File: src/design/pbd_pkg.sv
package pbd_pkg;

   localparam int RSP_DEPTH = 4;

   localparam logic [15:0] CAP_RESET = 16'd4062;

   localparam logic [4:0] BEGIN_LEN = 5'd11;
   localparam logic [4:0] END_LEN   = 5'd9;
   localparam logic [4:0] CERT_LEN  = 5'd11;
   localparam logic [4:0] RSA_LEN   = 5'd15;

   // configuration register indexes
   localparam logic CSR_TYPE_SELECT   = 1'b0;
   localparam logic CSR_BYTE_CAPACITY = 1'b1;

   // status codes
   localparam logic [2:0] ST_OK         = 3'd0;
   localparam logic [2:0] ST_NO_HEADER  = 3'd1;
   localparam logic [2:0] ST_WRONG_TYPE = 3'd2;
   localparam logic [2:0] ST_NO_NEWLINE = 3'd3;
   localparam logic [2:0] ST_BAD_CHAR   = 3'd4;
   localparam logic [2:0] ST_BAD_END    = 3'd5;

   typedef struct packed {
      logic        is_status;
      logic [7:0]  data_byte;
      logic [2:0]  status_code;
      logic [15:0] decoded_length;
      logic        last_result;
   } rsp_type;

   // results of one character, written into the response queue together
   typedef struct packed {
      logic [1:0] count;
      rsp_type    first;
      rsp_type    second;
   } push_type;

   function automatic logic [7:0] begin_char(input logic [3:0] idx);
      logic [7:0] ch;
      case (idx)
         4'd0, 4'd1, 4'd2, 4'd3, 4'd4: ch = "-";
         4'd5:    ch = "B";
         4'd6:    ch = "E";
         4'd7:    ch = "G";
         4'd8:    ch = "I";
         4'd9:    ch = "N";
         4'd10:   ch = " ";
         default: ch = 8'h00;
      endcase
      return ch;
   endfunction

   function automatic logic [7:0] end_char(input logic [3:0] idx);
      logic [7:0] ch;
      case (idx)
         4'd0, 4'd1, 4'd2, 4'd3, 4'd4: ch = "-";
         4'd5:    ch = "E";
         4'd6:    ch = "N";
         4'd7:    ch = "D";
         4'd8:    ch = " ";
         default: ch = 8'h00;
      endcase
      return ch;
   endfunction

   function automatic logic [7:0] label_char(input logic sel, input logic [3:0] idx);
      logic [7:0] ch;
      if (sel) begin
         case (idx)
            4'd0:    ch = "R";
            4'd1:    ch = "S";
            4'd2:    ch = "A";
            4'd3:    ch = " ";
            4'd4:    ch = "P";
            4'd5:    ch = "R";
            4'd6:    ch = "I";
            4'd7:    ch = "V";
            4'd8:    ch = "A";
            4'd9:    ch = "T";
            4'd10:   ch = "E";
            4'd11:   ch = " ";
            4'd12:   ch = "K";
            4'd13:   ch = "E";
            4'd14:   ch = "Y";
            default: ch = 8'h00;
         endcase
      end else begin
         case (idx)
            4'd0:    ch = "C";
            4'd1:    ch = "E";
            4'd2:    ch = "R";
            4'd3:    ch = "T";
            4'd4:    ch = "I";
            4'd5:    ch = "F";
            4'd6:    ch = "I";
            4'd7:    ch = "C";
            4'd8:    ch = "A";
            4'd9:    ch = "T";
            4'd10:   ch = "E";
            default: ch = 8'h00;
         endcase
      end
      return ch;
   endfunction

   // {valid, 6-bit value}
   function automatic logic [6:0] b64_decode(input logic [7:0] ch);
      logic [7:0] d;
      logic       ok;
      d  = 8'h00;
      ok = 1'b1;
      if (ch >= "A" && ch <= "Z") begin
         d = ch - 8'("A");
      end else if (ch >= "a" && ch <= "z") begin
         d = ch - 8'("a") + 8'd26;
      end else if (ch >= "0" && ch <= "9") begin
         d = ch - 8'("0") + 8'd52;
      end else if (ch == "+") begin
         d = 8'd62;
      end else if (ch == "/") begin
         d = 8'd63;
      end else begin
         ok = 1'b0;
      end
      return {ok, d[5:0]};
   endfunction

   function automatic logic is_white(input logic [7:0] ch);
      return ch == " " || (ch >= 8'd9 && ch <= 8'd13);
   endfunction

endpackage

File: src/design/pbd_chan_if.sv
interface pbd_req_if;
   logic       valid;
   logic       ready;
   logic [7:0] text_char;
   logic       end_of_text;

   modport source (output valid, output text_char, output end_of_text, input ready);
   modport sink (input valid, input text_char, input end_of_text, output ready);
endinterface

interface pbd_rsp_if;
   logic        valid;
   logic        ready;
   logic        is_status;
   logic [7:0]  data_byte;
   logic [2:0]  status_code;
   logic [15:0] decoded_length;
   logic        last_result;

   modport source (output valid, output is_status, output data_byte, output status_code,
                   output decoded_length, output last_result, input ready);
   modport sink (input valid, input is_status, input data_byte, input status_code,
                 input decoded_length, input last_result, output ready);
endinterface

File: src/design/pem_base64_decoder_core.sv
// channel   dir  handshake       beat
// req_ch    in   valid/ready     text_char, end_of_text
// rsp_ch    out  valid/ready     is_status, data_byte, status_code, decoded_length, last_result
// csr       in   csr_we          csr_index, csr_wdata (no read-back)
//
// One character per cycle: a beat is registered, then decoded against the running
// state, and its results land in a small response queue. A character gives up to
// two results (byte then status); the queue drains one a cycle while rsp_ch is ready.
// req_ch stalls only while the queue lacks room for two more results.
// Synchronous reset clears the parser state and the queue; capacity resets to 4062.
module pem_base64_decoder_core #(
   parameter int RSP_DEPTH = pbd_pkg::RSP_DEPTH
) (
   input  logic        clock,
   input  logic        reset,
   pbd_req_if.sink     req_ch,
   pbd_rsp_if.source   rsp_ch,
   input  logic        csr_we,
   input  logic        csr_index,
   input  logic [15:0] csr_wdata
);

   logic              sel_ff;
   logic [15:0]       cap_ff;
   logic              room;
   pbd_pkg::push_type push;
   pbd_pkg::rsp_type  head;

   always_ff @(posedge clock) begin
      if (reset) begin
         sel_ff <= 1'b0;
         cap_ff <= pbd_pkg::CAP_RESET;
      end else if (csr_we) begin
         unique case (csr_index)
            pbd_pkg::CSR_TYPE_SELECT:   sel_ff <= csr_wdata[0];
            pbd_pkg::CSR_BYTE_CAPACITY: cap_ff <= csr_wdata;
            default:                    sel_ff <= sel_ff;
         endcase
      end
   end

   pbd_step u_step (
      .clock    (clock),
      .reset    (reset),
      .in_valid (req_ch.valid),
      .in_char  (req_ch.text_char),
      .in_eot   (req_ch.end_of_text),
      .in_ready (req_ch.ready),
      .type_sel (sel_ff),
      .capacity (cap_ff),
      .room     (room),
      .push     (push)
   );

   pbd_rsp_fifo #(
      .DEPTH (RSP_DEPTH)
   ) u_fifo (
      .clock     (clock),
      .reset     (reset),
      .push      (push),
      .room      (room),
      .out_valid (rsp_ch.valid),
      .out_ready (rsp_ch.ready),
      .out_rsp   (head)
   );

   assign rsp_ch.is_status      = head.is_status;
   assign rsp_ch.data_byte      = head.data_byte;
   assign rsp_ch.status_code    = head.status_code;
   assign rsp_ch.decoded_length = head.decoded_length;
   assign rsp_ch.last_result    = head.last_result;

endmodule

File: src/design/pbd_step.sv
module pbd_step (
   input  logic               clock,
   input  logic               reset,
   input  logic               in_valid,
   input  logic [7:0]         in_char,
   input  logic               in_eot,
   output logic               in_ready,
   input  logic               type_sel,
   input  logic [15:0]        capacity,
   input  logic               room,
   output pbd_pkg::push_type  push
);

   localparam logic [2:0] PH_SEARCH  = 3'd0;
   localparam logic [2:0] PH_TYPE    = 3'd1;
   localparam logic [2:0] PH_NEWLINE = 3'd2;
   localparam logic [2:0] PH_BODY    = 3'd3;
   localparam logic [2:0] PH_ENDMARK = 3'd4;
   localparam logic [2:0] PH_ENDTYPE = 3'd5;
   localparam logic [2:0] PH_DONE    = 3'd6;

   logic        hold_ff, hold_in;
   logic [7:0]  char_ff;
   logic        eot_ff;

   logic [2:0]  phase_ff, phase_in;
   logic [4:0]  pos_ff, pos_in;
   logic [11:0] acc_ff, acc_in;
   logic [3:0]  pend_ff, pend_in;
   logic [15:0] count_ff, count_in;

   logic        take, adv;
   logic        closed, emit;
   logic [2:0]  code;
   logic [7:0]  out_byte;
   logic [4:0]  lab_len, pos_inc;
   logic        lab_ok;
   logic [6:0]  b64;
   logic [3:0]  pend6;
   logic [15:0] count_inc;
   pbd_pkg::rsp_type data_rsp, stat_rsp;

   function automatic logic [2:0] end_code(input logic [2:0] ph);
      logic [2:0] c;
      unique case (ph)
         PH_SEARCH:  c = pbd_pkg::ST_NO_HEADER;
         PH_TYPE:    c = pbd_pkg::ST_WRONG_TYPE;
         PH_NEWLINE: c = pbd_pkg::ST_NO_NEWLINE;
         default:    c = pbd_pkg::ST_BAD_END;
      endcase
      return c;
   endfunction

   assign adv      = hold_ff && room;
   assign in_ready = !hold_ff || room;
   assign take     = in_valid && in_ready;
   assign hold_in  = take ? 1'b1 : (adv ? 1'b0 : hold_ff);

   assign lab_len   = type_sel ? pbd_pkg::RSA_LEN : pbd_pkg::CERT_LEN;
   assign lab_ok    = (pos_ff >= lab_len) || (char_ff == pbd_pkg::label_char(type_sel, pos_ff[3:0]));
   assign pos_inc   = (pos_ff < lab_len) ? pos_ff + 5'd1 : pos_ff;
   assign b64       = pbd_pkg::b64_decode(char_ff);
   assign pend6     = pend_ff + 4'd6;
   assign count_inc = count_ff + 16'd1;

   always_comb begin
      phase_in = phase_ff;
      pos_in   = pos_ff;
      acc_in   = acc_ff;
      pend_in  = pend_ff;
      count_in = count_ff;
      closed   = 1'b0;
      emit     = 1'b0;
      code     = pbd_pkg::ST_OK;
      out_byte = 8'h00;

      if (phase_ff == PH_DONE) begin
         // swallow the rest of the text
         if (eot_ff) begin
            phase_in = PH_SEARCH;
            pos_in   = 5'd0;
            acc_in   = 12'd0;
            pend_in  = 4'd0;
            count_in = 16'd0;
         end
      end else begin
         if (char_ff == 8'h00) begin
            code   = end_code(phase_ff);
            closed = 1'b1;
         end else begin
            case (phase_ff)
               PH_SEARCH: begin
                  if (pos_ff < pbd_pkg::BEGIN_LEN &&
                      char_ff == pbd_pkg::begin_char(pos_ff[3:0])) begin
                     if (pos_ff + 5'd1 == pbd_pkg::BEGIN_LEN) begin
                        phase_in = PH_TYPE;
                        pos_in   = 5'd0;
                     end else begin
                        pos_in = pos_ff + 5'd1;
                     end
                  end else if (char_ff == "-") begin
                     // a dash run longer than five keeps the match at five
                     pos_in = (pos_ff == 5'd5) ? 5'd5 : 5'd1;
                  end else begin
                     pos_in = 5'd0;
                  end
               end
               PH_TYPE, PH_ENDTYPE: begin
                  if (!lab_ok) begin
                     closed = 1'b1;
                     code   = (phase_ff == PH_TYPE) ? pbd_pkg::ST_WRONG_TYPE : pbd_pkg::ST_BAD_END;
                  end else begin
                     pos_in = pos_inc;
                     if (pos_inc >= lab_len) begin
                        if (phase_ff == PH_TYPE) begin
                           phase_in = PH_NEWLINE;
                           pos_in   = 5'd0;
                        end else begin
                           closed = 1'b1;
                           code   = (pend_ff != 4'd0 || count_ff >= capacity) ?
                                    pbd_pkg::ST_BAD_END : pbd_pkg::ST_OK;
                        end
                     end
                  end
               end
               PH_NEWLINE: begin
                  if (char_ff == 8'h0A) begin
                     phase_in = PH_BODY;
                     if (count_ff >= capacity) begin
                        closed = 1'b1;
                        code   = pbd_pkg::ST_BAD_END;
                     end
                  end
               end
               PH_BODY: begin
                  if (count_ff >= capacity) begin
                     closed = 1'b1;
                     code   = pbd_pkg::ST_BAD_END;
                  end else if (b64[6]) begin
                     acc_in = {acc_ff[5:0], b64[5:0]};
                     if (pend6 >= 4'd8) begin
                        pend_in  = pend6 - 4'd8;
                        emit     = 1'b1;
                        out_byte = 8'({acc_ff[5:0], b64[5:0]} >> pend_in);
                        count_in = count_inc;
                        if (count_inc >= capacity) begin
                           closed = 1'b1;
                           code   = pbd_pkg::ST_BAD_END;
                        end
                     end else begin
                        pend_in = pend6;
                     end
                  end else if (pbd_pkg::is_white(char_ff)) begin
                     pend_in = pend_ff;
                  end else if (char_ff == "=") begin
                     pend_in = 4'd0;
                  end else if (char_ff == "-") begin
                     phase_in = PH_ENDMARK;
                     pos_in   = 5'd1;
                  end else begin
                     closed = 1'b1;
                     code   = pbd_pkg::ST_BAD_CHAR;
                  end
               end
               PH_ENDMARK: begin
                  if (pos_ff < pbd_pkg::END_LEN &&
                      char_ff == pbd_pkg::end_char(pos_ff[3:0])) begin
                     if (pos_ff + 5'd1 == pbd_pkg::END_LEN) begin
                        phase_in = PH_ENDTYPE;
                        pos_in   = 5'd0;
                     end else begin
                        pos_in = pos_ff + 5'd1;
                     end
                  end else begin
                     closed = 1'b1;
                     code   = pbd_pkg::ST_BAD_END;
                  end
               end
               default: begin
                  phase_in = phase_ff;
               end
            endcase
         end

         if (!closed && eot_ff) begin
            code   = end_code(phase_in);
            closed = 1'b1;
         end

         if (closed) begin
            if (eot_ff) begin
               phase_in = PH_SEARCH;
               pos_in   = 5'd0;
               acc_in   = 12'd0;
               pend_in  = 4'd0;
               count_in = 16'd0;
            end else begin
               phase_in = PH_DONE;
            end
         end
      end
   end

   always_comb begin
      data_rsp                = '0;
      data_rsp.data_byte      = out_byte;
      data_rsp.last_result    = !closed;
      stat_rsp                = '0;
      stat_rsp.is_status      = 1'b1;
      stat_rsp.status_code    = code;
      stat_rsp.decoded_length = emit ? count_inc : count_ff;
      stat_rsp.last_result    = 1'b1;

      push        = '0;
      push.first  = emit ? data_rsp : stat_rsp;
      push.second = stat_rsp;
      if (adv) begin
         push.count = 2'(emit) + 2'(closed);
      end
   end

   always_ff @(posedge clock) begin
      if (take) begin
         char_ff <= in_char;
         eot_ff  <= in_eot;
      end
      if (reset) begin
         hold_ff  <= 1'b0;
         phase_ff <= PH_SEARCH;
         pos_ff   <= 5'd0;
         acc_ff   <= 12'd0;
         pend_ff  <= 4'd0;
         count_ff <= 16'd0;
      end else begin
         hold_ff <= hold_in;
         if (adv) begin
            phase_ff <= phase_in;
            pos_ff   <= pos_in;
            acc_ff   <= acc_in;
            pend_ff  <= pend_in;
            count_ff <= count_in;
         end
      end
   end

`ifndef SYNTH
   a_two_is_byte_then_status: assert property (@(posedge clock) disable iff (reset)
      push.count == 2'd2 |-> !push.first.is_status && push.second.is_status)
      else $error("two results must be a byte followed by status");

   a_single_is_last: assert property (@(posedge clock) disable iff (reset)
      push.count == 2'd1 |-> push.first.last_result)
      else $error("single result must carry last flag");

   a_done_no_output: assert property (@(posedge clock) disable iff (reset)
      adv && phase_ff == PH_DONE |-> push.count == 2'd0)
      else $error("result produced after status");

   a_count_below_cap: assert property (@(posedge clock) disable iff (reset)
      push.count != 2'd0 && !push.first.is_status |=> count_ff <= capacity || phase_ff == PH_DONE
      || phase_ff == PH_SEARCH)
      else $error("byte count passed capacity while open");
`endif

endmodule

File: src/design/pbd_rsp_fifo.sv
module pbd_rsp_fifo #(
   parameter int DEPTH = pbd_pkg::RSP_DEPTH
) (
   input  logic              clock,
   input  logic              reset,
   input  pbd_pkg::push_type push,
   output logic              room,
   output logic              out_valid,
   input  logic              out_ready,
   output pbd_pkg::rsp_type  out_rsp
);

   localparam int PW = $clog2(DEPTH);
   localparam int CW = $clog2(DEPTH + 1);
   localparam logic [CW-1:0] ROOM_MAX = CW'(DEPTH - 2);

   pbd_pkg::rsp_type entry_ff [DEPTH];
   logic [PW-1:0] wptr_ff, wptr_in;
   logic [PW-1:0] rptr_ff, rptr_in;
   logic [CW-1:0] count_ff, count_in;
   logic          pop;

   assign room      = count_ff <= ROOM_MAX;
   assign out_valid = count_ff != '0;
   assign out_rsp   = entry_ff[rptr_ff];
   assign pop       = out_valid && out_ready;

   assign wptr_in  = wptr_ff + PW'(push.count);
   assign rptr_in  = rptr_ff + PW'(pop);
   assign count_in = count_ff + CW'(push.count) - CW'(pop);

   always_ff @(posedge clock) begin
      if (push.count != 2'd0) begin
         entry_ff[wptr_ff] <= push.first;
      end
      if (push.count == 2'd2) begin
         entry_ff[wptr_ff + PW'(1)] <= push.second;
      end
      if (reset) begin
         wptr_ff  <= '0;
         rptr_ff  <= '0;
         count_ff <= '0;
      end else begin
         wptr_ff  <= wptr_in;
         rptr_ff  <= rptr_in;
         count_ff <= count_in;
      end
   end

`ifndef SYNTH
   a_no_overfill: assert property (@(posedge clock) disable iff (reset)
      count_ff <= CW'(DEPTH))
      else $error("response queue overfilled");

   a_push_needs_room: assert property (@(posedge clock) disable iff (reset)
      push.count != 2'd0 |-> $past(count_ff) <= CW'(DEPTH) && room)
      else $error("push without room");

   a_ptr_gap: assert property (@(posedge clock) disable iff (reset)
      count_ff != CW'(DEPTH) |-> PW'(wptr_ff - rptr_ff) == PW'(count_ff))
      else $error("pointers disagree with count");
`endif

endmodule
File: src/flat_wrapper.sv
// flat-port wrapper written by rule: the top's interface ports become plain ports
module pem_base64_decoder_core_flat 
#(
   parameter int RSP_DEPTH = pbd_pkg::RSP_DEPTH
)
  (clock, reset, csr_we, csr_index, csr_wdata, req_ch_valid, req_ch_text_char, req_ch_end_of_text, req_ch_ready, rsp_ch_valid, rsp_ch_is_status, rsp_ch_data_byte, rsp_ch_status_code, rsp_ch_decoded_length, rsp_ch_last_result, rsp_ch_ready);
  pbd_req_if req_ch_i ();
  pbd_rsp_if rsp_ch_i ();
  input  logic clock;
  input  logic reset;
  input  logic csr_we;
  input  logic csr_index;
  input  logic [15:0] csr_wdata;
  input wire logic [$bits(req_ch_i.valid)-1:0] req_ch_valid;
  input wire logic [$bits(req_ch_i.text_char)-1:0] req_ch_text_char;
  input wire logic [$bits(req_ch_i.end_of_text)-1:0] req_ch_end_of_text;
  output wire logic [$bits(req_ch_i.ready)-1:0] req_ch_ready;
  output wire logic [$bits(rsp_ch_i.valid)-1:0] rsp_ch_valid;
  output wire logic [$bits(rsp_ch_i.is_status)-1:0] rsp_ch_is_status;
  output wire logic [$bits(rsp_ch_i.data_byte)-1:0] rsp_ch_data_byte;
  output wire logic [$bits(rsp_ch_i.status_code)-1:0] rsp_ch_status_code;
  output wire logic [$bits(rsp_ch_i.decoded_length)-1:0] rsp_ch_decoded_length;
  output wire logic [$bits(rsp_ch_i.last_result)-1:0] rsp_ch_last_result;
  input wire logic [$bits(rsp_ch_i.ready)-1:0] rsp_ch_ready;
  assign req_ch_i.valid = req_ch_valid;
  assign req_ch_i.text_char = req_ch_text_char;
  assign req_ch_i.end_of_text = req_ch_end_of_text;
  assign req_ch_ready = req_ch_i.ready;
  assign rsp_ch_valid = rsp_ch_i.valid;
  assign rsp_ch_is_status = rsp_ch_i.is_status;
  assign rsp_ch_data_byte = rsp_ch_i.data_byte;
  assign rsp_ch_status_code = rsp_ch_i.status_code;
  assign rsp_ch_decoded_length = rsp_ch_i.decoded_length;
  assign rsp_ch_last_result = rsp_ch_i.last_result;
  assign rsp_ch_i.ready = rsp_ch_ready;
  pem_base64_decoder_core #(.RSP_DEPTH(RSP_DEPTH)) u_core (.clock(clock), .reset(reset), .req_ch(req_ch_i), .rsp_ch(rsp_ch_i), .csr_we(csr_we), .csr_index(csr_index), .csr_wdata(csr_wdata));
endmodule
File: config.mk
export PLATFORM = sky130hd
export DESIGN_NAME = pem_base64_decoder_core_flat
export DESIGN_NICKNAME = d
export VERILOG_FILES = /design/src/design/pbd_pkg.sv /design/src/design/pbd_chan_if.sv /design/src/design/pem_base64_decoder_core.sv /design/src/design/pbd_step.sv /design/src/design/pbd_rsp_fifo.sv /design/src/flat_wrapper.sv
export SDC_FILE = /design/constraint.sdc
export NUM_CORES = 1
export LEC_CHECK = 0
export BUFFER_PORTS_ARGS = -buffer_cell sky130_fd_sc_hd__buf_2
export CAP_MARGIN = 5
export CORE_ASPECT_RATIO = 2
export CORE_MARGIN = 3
export CORE_UTILIZATION = 23
export CTS_CLUSTER_SIZE = 8
export DETAILED_ROUTE_END_ITERATION = 16
export GPL_ROUTABILITY_DRIVEN = 0
export HOLD_SLACK_MARGIN = 0.02
export MAX_ROUTING_LAYER = met4
export SLEW_MARGIN = 20
export SYNTH_ARGS = -nofsm -noshare
export SYNTH_HDL_FRONTEND = slang
export SYNTH_HIERARCHICAL = 1
export SYNTH_SLANG_ARGS = --single-unit
File: constraint.sdc
create_clock -name clock -period 8.6 [get_ports clock]
set_input_delay 0.43 -clock clock [delete_from_list [all_inputs] [get_ports clock]]
set_output_delay 0.43 -clock clock [all_outputs]
set_load 0.02 [all_outputs]
Word-level counts from Yosys, hierarchy flattened
Memory sizes are Yosys's and may differ from the RTL's. A register that Yosys moved wholly into a read port is not among the register bits.
Cells that the tools add are included.
W data, S select, Z words.
Storage, ports and cells
  memories: 5
  logic and storage cells: 259
  ROM bits: 400
  RAM bits: 116
  output and inout port bits: 31
  register bits after elaboration: 74
Memory list
  u_core.u_fifo.entry_ff: depth 4, bits a word 29, read ports 1, clocked after memory_dff 1, write ports 2, RTL line pbd_rsp_fifo.sv:17  | pbd_pkg::rsp_type entry_ff [DEPTH];
  (name not given): depth 16, bits a word 7, read ports 1, clocked after memory_dff 1, write ports 0, RTL line pbd_pkg.sv:70  | case (idx)
  (name not given): depth 16, bits a word 6, read ports 1, clocked after memory_dff 1, write ports 0, RTL line pbd_pkg.sv:41  | case (idx)
  (name not given): depth 16, bits a word 6, read ports 1, clocked after memory_dff 1, write ports 0, RTL line pbd_pkg.sv:56  | case (idx)
  (name not given): depth 16, bits a word 6, read ports 1, clocked after memory_dff 1, write ports 0, RTL line pbd_pkg.sv:89  | case (idx)
Operators by class
  eq/ne operators: 22
  shift-type cells: 1
  bitwise gates (word level): 1
  reductions and logical operators: 28
  $lt $le $gt $ge: 17
  add/sub/neg operators: 15
  multiplexer cells: 157
Operators by type and width (number)
  $mux W16: 10
  $mux W3: 40
  $mux W8: 13
  $mux W12: 8
  $mux W5: 18
  $mux W4: 19
  $eq A8 B6 Y1 const B: 5
  $mux W1: 35
  $ge A16 B16 Y1: 2
  $mux W6: 5
  $mux W29: 1
  $eq A8 B8 Y1: 3
  $pmux W5 S4: 1
  $pmux W3 S3: 2
  $add A16 B1 Y16 const B: 1
  $ge A8 B7 Y1 const B: 2
  $le A8 B7 Y1 const B: 2
  $pmux W3 S5: 1
  $pmux W3 S4: 1
  $shr A12 B4 Y8: 1
  $sub A6 B6 Y6 const B: 2
  $eq A5 B4 Y1 const B: 2
  $ge A5 B4 Y1: 2
  $logic_and A1 B1 Y1: 10
  39 further kinds: 55

Depth between registers and ports, before layout
Gate-level depths: netlist (run 1).
  word-level depth: 21
  depth in mapped cells: 27
  gate-level depth less buffers: 25

Modules after synthesis
The synthesis (run 1) kept the hierarchy.
By module, submodules not included
  pbd_step: seq. area each 1471.4 sq um, times used 1, cells an instance 856, area an instance 6796.5 sq um
  pbd_rsp_fifo: seq. area each 3623.5 sq um, times used 1, cells an instance 326, area an instance 6079.6 sq um
  pem_base64_decoder_core: seq. area each 340.3 sq um, times used 1, cells an instance 66, area an instance 674.4 sq um

Least setup slack after synthesis (run 1)
OpenSTA, ideal clock, no wires.
  path type: reg2reg
  from: register u_core.u_step.count_ff[2]
  to: memory u_core/u_fifo/entry_ff[0][0] (netlist name) (enable)
  cell stages (with the launch flop): 21
  slack: 1885 ps
  data required time: 8141 ps
  library setup time: 459 ps
  arrival: 6256 ps
  path buffers: 1
  cells stage by stage: dfxtp_1 > and3_1 > nand3_1 > nor2_2 > and3_1 > and3_1 > and3_1 > buf_2 > xor2_1 > ha_1 > a21o_1 > a21o_1 > a221oi_1 > a21o_1 > a21oi_1 > nor3_2 > a21oi_1 > ha_1 > and3_1 > nor2_1 > o31ai_1
RTL lines
  from (decl): RTL line pbd_step.sv:30  | logic [15:0] count_ff, count_in;
  from (signal assigned): RTL line pbd_step.sv:241  | count_ff <= count_in;
  to (decl): RTL line pbd_rsp_fifo.sv:17

==> flow_summary.toml, run 1 <==
[worst_setup_path]
crit_slowest_cell = "and4bb_2"
crit_type = "register to register"
crit_fanout = 30
crit_chain = "and3_1, nand3_1, nor2_2, and3_1, and3_1, and3_1, xor2_1, ha_1, a21o_1, a21o_1, a221oi_1, a21o_1, a21oi_1, nor3_2, a21oi_1, ha_1, and3_1, and4bb_2, o21bai_2, buf_4"
crit_family = "simple AND/OR/NAND/NOR gates"
cpMostUsedCell = "and3_1"
required_ns = 8.82
arrival_ns = 6.95
crit_path_end_kind = "register"
critPathLaunchType = "register"
max_stage_delay_ns = 0.97
crit_buf_inv = 1

[global_routing]
grt_max_degree = 61
grt.overflow.total = 0
antenna_found_initial = 5
track_usage_pct = 12.3
grt_pass1_wl_um = 58400
grt_pass1_vias = 10400

[cts]
insertion_delay_ns = 0.57
cts.repair.resized = 0
post_cts_buffers = 0
clk_pin_slew_ns = 0.05
cts_tree = "yes"
h-tree-depth = 1
cts_max_path_buffers = 3
cts_root_buf = "clkbuf_16"
cts_sinks = 209
numCtsBuffers = 30

[power_and_ir_drop]
p_per_area_nw_per_um2 = 174
ir_drop_mv = 0.124
power_mw = 2.66
p_leak_nw = 5.79

[synth]
ys_seq_elements = 209
synth_cells = 1248
avgSynthCellArea_um2 = 10.9
yosys_warnings = 6
synth_top_cell_by_area = "edfxtp_1"
synth_area_leaders = "edfxtp_1, dfxtp_1, mux2_2"
synth_edf_count = 125
synth_top_area_share_pct = 27.7
synth_area_um2 = 13600
yosysSeqAreaShare_pct = 40.1
synth_cell_types = 103
synthArstFlopShare_pct = 0
yosys_most_used_dff = "edfxtp_1"

[floorplan]
die_x_um = 178
num_rows = 125
core_um2 = 58200
io_pins = 62
die_area_um2 = 62000
die_h_um = 349
initial_core_util_pct = 23.3

[timing]
hold_viol_final = 0
rsz0062_at_grt = "false"
relSlewSlack_pct = 25.5
period_needed_ns = 6.74
post-route-period-util_pct = 78.3
clock_skew_ns = 0.0337
setup_viol = 0
setup_tns_ns = 0
slew_violations = 0
fmax_mhz = 148
worst_pin_slew_ns = 1.11

[finish]
mostFrequentLayoutCell = "edfxtp_1"
fin_nets = 1370
area_growth_pct = 13.1
fin_area_um2 = 15300
layout_common_cells = "edfxtp_1, mux2_2, a21oi_1, dfxtp_1, nand2_1"
n_fill_cell = 6126
drive_above_1_share_pct = 22.9

[routing]
route.detailed.drc = 0
num_vias = 9991
drtAntennaViolNets = 0
wl_per_cell_um = 18.3
dr.pass1.iters = 7
dr.first_iter.drc_count = 679
viasPerCell = 4.85
routed_wl_um = 37700

[min_path]
hp-class = "input port to register"

[run]
max_cap_violations = 0

[placement]
numPortBuffers = 61
dp_hpwl_um = 28100
place_area_um2 = 14400

[outcome]
status = "complete, no violations"
## cell type report
cell class	instances	area, um^2	area share [%]
inverter	58	220	1.44
timing repair buffer	76	425	2.78
sequential	209	5440	35.5
tap	762	953	6.22
clock inverter	1	8.76	0.0572
multi-input combinational	900	7420	48.4
antenna	4	10.0	0.0653
clock buffer	51	851	5.55
## stage by stage
stage,instances,hold WS (ns),utilization [%],setup WS (ns)
floorplan,1256,0.435,-,1.88
global placement,2002,0.452,24.8,2.08
detailed placement,2002,0.455,24.8,1.90
CTS,2057,0.0216,26.3,1.87
global route,2061,0.0436,26.3,1.43
finish,2061,0.0512,26.3,1.86
## power by group
group	internal [mW]	switching [mW]	total, mW
clock	0.661	0.434	1.09
sequential	1.08	0.0458	1.13
combinational	0.177	0.257	0.434
## path summary, 6_finish.rpt
kind,start,end,slack (ns),cells past startpoint
worst max-delay path,u_core/u_step/count_ff[2]$_SDFFE_PP0P_,u_core/u_fifo/entry_ff[2][14]$_DFFE_PP_,1.86,20
worst min-delay path,req_ch_text_char[0],u_core/u_step/char_ff[0]$_DFFE_PP_,0.05,1
worst max register to register,u_core/u_step/count_ff[2]$_SDFFE_PP0P_,u_core/u_fifo/entry_ff[2][14]$_DFFE_PP_,1.86,20
worst min register to register,u_core/cap_ff[1]$_SDFFE_PP1P_,u_core/cap_ff[1]$_SDFFE_PP1P_,0.46,1
## Yosys cell counts, types with 19 or more instances
library cell  number
a21oi_1           84
and3_1            29
buf_2             31
buf_4             20
clkbuf_1          20
dfxtp_1           84
edfxtp_1         125
ha_1              63
inv_1             52
mux2_2           110
mux2i_1           19
mux4_2            32
nand2_1           71
nand3_1           23
nor2_1            66
nor2b_1           29
nor3_1            20
o21ai_0           38
xnor2_1           33
xor2_1            20
## routing by layer
metal	global-route usage [%]	share of wire, %	vias up
met5	-	0	-
met3	1.46	4.0	130
met4	7.90	6.7	0
li1	-	-	4715
met1	11.1	34	4831
met2	23.5	55	315
## logic make-up after synthesis
kind of cell | Yosys count | share of synthesized area (%)
compound gates | 277 | 14.7
xor+xnor | 55 | 3.76
fa+ha+maj | 65 | 6.05
buf+inv | 147 | 5.60
flops | 209 | 40.1
mux | 172 | 16.8
other cells | 2 | 0.0554
simple gates | 321 | 13.0
## timing repair
| action | 4_1_cts | 5_1_grt |
|---|---|---|
| setup endpoints to repair | 0 | 0 |
| hold buffers | 3 | 0 |
| endpoints found under the hold margin | 3 | 0 |
## worst register-to-register path, stage by stage, from the launching register on
cell      delay, ns
dfxtp_1        0.44
and3_1         0.30
nand3_1        0.19
nor2_2         0.27
and3_1         0.27
and3_1         0.25
and3_1         0.31
xor2_1         0.21
ha_1           0.27
a21o_1         0.16
a21o_1         0.18
a221oi_1       0.31
a21o_1         0.26
a21oi_1        0.13
nor3_2         0.34
a21oi_1        0.13
ha_1           0.28
and3_1         0.30
and4bb_2       0.97
o21bai_2       0.41
buf_4          0.40
(Power assumes the default switching activity.)
==> run 2, diff against run 1 <==
==> constraint.sdc (replaced) <==
create_clock -name clock -period 6.9 [get_ports clock]
set_input_delay 0.345 -clock clock [delete_from_list [all_inputs] [get_ports clock]]
set_output_delay 0.345 -clock clock [all_outputs]
set_load 0.02 [all_outputs]
==> run 2 against run 1 <==
  * Critical path depth grew 2
  * Fmax grew 12%
  * Register-to-register slack lost 0.95 ns
  * Combinational power grew 28%
  * Sequential share of layout area shrank 0.32 points
  * Via count grew 0.99%
  * Core utilization grew 0.24 points
  * Count of clock-buffer cells in the layout grew 2
  * Non-clock buffer count grew 14
  * Total power grew 25%
==> flow_summary.toml, run 2 (synthesis gave the netlist of run 1 again) <==
[min_path]
hp-class = "input port to register"
min_from = "csr_wdata[13]"

[global_routing]
grt_max_degree = 61
antenna_found_initial = 3
grt_pass1_vias = 10600
grt_pass1_wl_um = 59100
track_usage_pct = 12.4
grt.overflow.total = 0

[timing]
slew_violations = 0
relSlewSlack_pct = 28.2
post-route-period-util_pct = 86.8
period_needed_ns = 5.99
hold_viol_final = 0
clock_skew_ns = 0.0316
setup_viol = 0
worst_pin_slew_ns = 1.08
setup_tns_ns = 0
rsz0062_at_grt = "false"
fmax_mhz = 167

[cts]
numCtsBuffers = 30
clk_pin_slew_ns = 0.05
cts_sinks = 209
insertion_delay_ns = 0.57
cts.repair.resized = 0
h-tree-depth = 1
cts_root_buf = "clkbuf_16"
cts_max_path_buffers = 3
cts_tree = "yes"

[worst_setup_path]
crit_end = "u_core/u_fifo/entry_ff[3][5]$_DFFE_PP_"
worst_r2r_path_depth = 22
critPathLaunchType = "register"
crit_type = "register to register"
crit_path_end_kind = "register"
arrival_ns = 6.29
reg2reg_to = "u_core/u_fifo/entry_ff[3][5]$_DFFE_PP_"
rrSetupSlack_ns = 0.91
crit_fanout = 19
worstReg2RegStart = "u_core/u_step/count_ff[2]$_SDFFE_PP0P_"
startpoint = "u_core/u_step/count_ff[2]$_SDFFE_PP0P_"
required_ns = 7.20

[routing]
num_vias = 10100
drtAntennaViolNets = 0
dr.first_iter.drc_count = 530
viasPerCell = 4.86
routed_wl_um = 37700
dr.pass1.iters = 5
wl_per_cell_um = 18.2
route.detailed.drc = 0

[power_and_ir_drop]
swShare_pct = 27.7
clockPowerShare_pct = 41.4
combPwrFrac_pct = 16.8
ir_drop_mv = 0.155
switching_power_mw = 0.922
p_leak_nw = 5.86
p_int_mw = 2.40
p_per_area_nw_per_um2 = 215
seq_power_share_pct = 41.9

[finish]
drive_above_1_share_pct = 23.2
area_growth_pct = 14.1
mostFrequentLayoutCell = "edfxtp_1"
final_cells = 2075
fin_nets = 1384
layout_common_cells = "edfxtp_1, mux2_2, a21oi_1, dfxtp_1, nand2_1"

[outcome]
status = "complete, no violations"

[floorplan]
io_pins = 62
num_rows = 125
die_h_um = 349
initial_core_util_pct = 23.3
core_um2 = 58200
die_area_um2 = 62000
die_x_um = 178

[placement]
dp_hpwl_um = 28400
dpl.cell_count = 2009
numPortBuffers = 61

[run]
max_cap_violations = 0
run 2: changes by cell type in the layout (fill, tap and decap cells not counted):
cell / delta
buf_12: +1
dlygate4sd3_1: +7
buf_4: +6
clkbuf_1: +2
diode_2: -2
run 2: final cells by class:
cell class / instances / area [um^2]
Clock inverter: 1 / 8.76
Fill cell: 6150 / 42700
Sequential cell: 209 / 5440
Inverter: 58 / 220
Clock buffer: 53 / 858
Tap cell: 762 / 953
Antenna cell: 2 / 5.00
Multi-Input combinational cell: 900 / 7420
Timing Repair Buffer: 90 / 561
run 2: how the worst min path moves through the flow:
stage | to | slack, ns | cells past startpoint
after detailed placement | u_core/cap_ff[8]$_SDFFE_PP1P_ | 0.46 | 1
after CTS | u_core/cap_ff[13]$_SDFFE_PP0P_ | 0.03 | 3
after global routing | u_core/cap_ff[13]$_SDFFE_PP0P_ | 0.06 | 3
after global placement | u_core/cap_ff[3]$_SDFFE_PP1P_ | 0.45 | 1
final | u_core/cap_ff[13]$_SDFFE_PP0P_ | 0.06 | 3
after floorplan | u_core/u_fifo/count_ff[0]$_SDFF_PP0_ | 0.42 | 1
run 2: metrics by stage:
stage	hold slack (ns)	worst slack [ns]	area (um^2)	total power, mW	util, %
floorplan	0.417	0.185	13600	1.80	-
global placement	0.451	1.01	14500	1.98	24.9
detailed placement	0.458	0.951	14500	1.98	24.9
CTS	0.0264	0.919	15500	3.38	26.6
global route	0.0604	0.448	15500	3.47	26.6
finish	0.0581	0.910	15500	3.33	26.6
run 2: timing repair:
action / CTS / global route
hold buffers: 10 / 0
endpoints found under the hold margin: 10 / 0
buffers inserted: 0 / 0
run 2: power by group through the flow:
| stage | sequential [mW] | clock (mW) | combinational [mW] |
|---|---|---|---|
| 2_1_floorplan | 1.39 | 0 | 0.412 |
| 3_3_place_gp | 1.41 | 0 | 0.560 |
| 3_5_place_dp | 1.42 | 0 | 0.563 |
| 4_1_cts | 1.39 | 1.42 | 0.570 |
| 5_1_grt | 1.40 | 1.45 | 0.613 |
| 6_report | 1.39 | 1.38 | 0.557 |
run 2: critical path, cell delays in order (launching register included):
cell and delay [ns]:
dfxtp_1 0.45, and3_1 0.29, nand3_1 0.19, nor2_2 0.28
and3_1 0.26, and3_1 0.25, and3_1 0.32, nand3_1 0.13
xnor2_1 0.16, ha_1 0.31, nand4_1 0.11, nor3_1 0.21
a221oi_1 0.11, a21o_1 0.28, a21oi_1 0.23, nor3_2 0.11
a21oi_1 0.19, ha_1 0.16, inv_1 0.09, nor2_1 0.43
nor4bb_4 0.41, buf_4 0.36, mux2_2 0.38
run 2: metal layers:
| layer | vias up | track usage, % | part of all wire (%) |
|---|---|---|---|
| met3 | 134 | 1.15 | 3.2 |
| met5 | - | - | 0 |
| met2 | 270 | 24.4 | 56 |
| met1 | 4929 | 11.0 | 34 |
| met4 | 0 | 7.82 | 6.7 |
| li1 | 4757 | - | - |
==> run 3, diff against run 2 <==
--- a/config.mk
+++ b/config.mk
@@ -15,7 +15,7 @@
 export GPL_ROUTABILITY_DRIVEN = 0
 export HOLD_SLACK_MARGIN = 0.02
 export MAX_ROUTING_LAYER = met4
-export SLEW_MARGIN = 20
+export PLACE_DENSITY = 0.34
 export SYNTH_ARGS = -nofsm -noshare
 export SYNTH_HDL_FRONTEND = slang
 export SYNTH_HIERARCHICAL = 1
==> run 3 against run 2 <==
  * Critical endpoint is now u_core/u_fifo/entry_ff[2][12]$_DFFE_PP_
  * Routed wire length up 16%
  * Die area unchanged
  * Clock skew down 0.011 ns
  * Highest routed layer unchanged
==> flow_summary.toml, run 3 (synthesis gave the netlist of run 1 again) <==
[cts]
clk_pin_slew_ns = 0.06
cts_max_path_buffers = 3
cts_sinks = 209
cts_root_buf = "clkbuf_16"
numCtsBuffers = 30
cts.repair.resized = 0
h-tree-depth = 1
insertion_delay_ns = 0.58
cts_tree = "yes"
post_cts_buffers = 0

[global_routing]
grt_pass1_wl_um = 66600
track_usage_pct = 14.5
grt_max_degree = 50
antenna_found_initial = 1
grt.overflow.total = 0
grt_pass1_vias = 10500

[finish]
layout_common_cells = "edfxtp_1, mux2_2, a21oi_1, dfxtp_1, nand2_1"
n_fill_cell = 6223
drive_above_1_share_pct = 23.4
final_cells = 2081
mostFrequentLayoutCell = "edfxtp_1"
fin_nets = 1389
area_growth_pct = 14.7

[min_path]
hp-class = "input port to register"

[power_and_ir_drop]
ir_drop_mv = 0.231
swShare_pct = 28.4
p_int_mw = 2.43
switching_power_mw = 0.965
p_per_area_nw_per_um2 = 218
combPwrFrac_pct = 16.8
power_mw = 3.39
p_leak_nw = 5.89
clockPowerShare_pct = 42.2
seq_power_share_pct = 41.0

[timing]
rsz0062_at_grt = "false"
period_needed_ns = 6.27
slew_violations = 0
layout_setup_ws_ns = 0.633
hold_viol_final = 0
clock_skew_ns = 0.0209
setup_tns_ns = 0
setup_viol = 0
fmax_mhz = 160
worst_pin_slew_ns = 1.12
post-route-period-util_pct = 90.8
relSlewSlack_pct = 25.4

[routing]
dr.first_iter.drc_count = 442
num_vias = 9896
wl_per_cell_um = 21.0
routed_wl_um = 43600
viasPerCell = 4.76
drtAntennaViolNets = 0
route.detailed.drc = 0
dr.pass1.iters = 4

[worst_setup_path]
arrival_ns = 6.58
required_ns = 7.22
crit_fanout = 16
crit_path_end_kind = "register"
critPathLaunchType = "register"
crit_type = "register to register"

[floorplan]
die_h_um = 349
num_rows = 125
die_area_um2 = 62000
core_um2 = 58200
die_x_um = 178
io_pins = 62
initial_core_util_pct = 23.3

[placement]
numPortBuffers = 61
dpl.cell_count = 2012
dp_hpwl_um = 32200
post-place-ws_ns = 0.556

[outcome]
status = "complete, no violations"

[run]
max_cap_violations = 0
run 3: cell types whose count changed in the layout (fill, tap and decap cells not counted):
cell | previous run | this run
nor2_2 | 4 | 3
o21bai_4 | 0 | 1
o21bai_2 | 1 | 0
clkinv_4 | 1 | 0
dlygate4sd3_1 | 10 | 12
buf_4 | 18 | 21
nor2b_2 | 1 | 0
nor2b_4 | 0 | 1
nor2_4 | 1 | 2
clkbuf_8 | 0 | 2
run 3: final timing paths:
| kind | start | to | slack, ns | cells past startpoint |
|---|---|---|---|---|
| max | u_core/u_step/count_ff[2]$_SDFFE_PP0P_ | u_core/u_fifo/entry_ff[2][12]$_DFFE_PP_ | 0.63 | 20 |
| min | csr_wdata[15] | u_core/cap_ff[15]$_SDFFE_PP0P_ | 0.05 | 3 |
| max reg2reg | u_core/u_step/count_ff[2]$_SDFFE_PP0P_ | u_core/u_fifo/entry_ff[2][12]$_DFFE_PP_ | 0.63 | 20 |
| min reg2reg | u_core/cap_ff[9]$_SDFFE_PP1P_ | u_core/cap_ff[9]$_SDFFE_PP1P_ | 0.47 | 1 |
run 3: what timing repair did:
item | CTS | global route
endpoints found under the hold margin | 12 | 0
endpoints found under the setup margin | 0 | 0
hold buffers | 12 | 0
run 3: critical path: stages, from the launching register on:
cell and delay (ns):
dfxtp_1 0.47, and3_1 0.29, nand3_1 0.19, nor2_2 0.23, and3_1 0.29, and3_1 0.27
and3_1 0.31, xor2_1 0.18, ha_1 0.26, a21o_1 0.16, a21o_1 0.17, a221oi_1 0.29
a21o_1 0.28, a21oi_1 0.13, nor3_2 0.32, a21oi_1 0.13, ha_1 0.28, and3_1 0.31
and4bb_2 0.68, buf_4 0.36, mux2_2 0.37
run 3: per-stage QoR:
stage / hold WS [ns] / util [%] / cell area (um^2)
after global routing: 0.0629 / 26.7 / 15500
after detailed placement: 0.455 / 25.0 / 14500
final: 0.0513 / 26.7 / 15500
after CTS: 0.0204 / 26.7 / 15500
after global placement: 0.449 / 25.0 / 14500
after floorplan: 0.417 / - / 13600
run 3: layer usage:
metal  track usage, %  share of wire [%]  up-vias
met5                -                  0        -
met4             5.76                3.8        0
met3             1.39                2.6       73
met2             28.2                 57      175
met1             14.5                 37     4881
li1                 -                  -     4767
run 3: layout make-up:
type | count | area (um^2) | share of cell area [%]
sequential | 209 | 5440 | 35.0
inverter | 58 | 220 | 1.42
antenna | 2 | 5.00 | 0.0322
multi-input combinational | 900 | 7440 | 47.9
clock buffer | 55 | 886 | 5.70
tap | 762 | 953 | 6.14
timing repair buffer | 95 | 603 | 3.88
run 3: power groups by stage:
stage | Clock [mW] | Combinational [mW] | Sequential, mW
2_1_floorplan | 0 | 0.412 | 1.39
3_3_place_gp | 0 | 0.578 | 1.42
3_5_place_dp | 0 | 0.578 | 1.42
4_1_cts | 1.51 | 0.586 | 1.39
5_1_grt | 1.54 | 0.623 | 1.40
6_report | 1.43 | 0.570 | 1.39
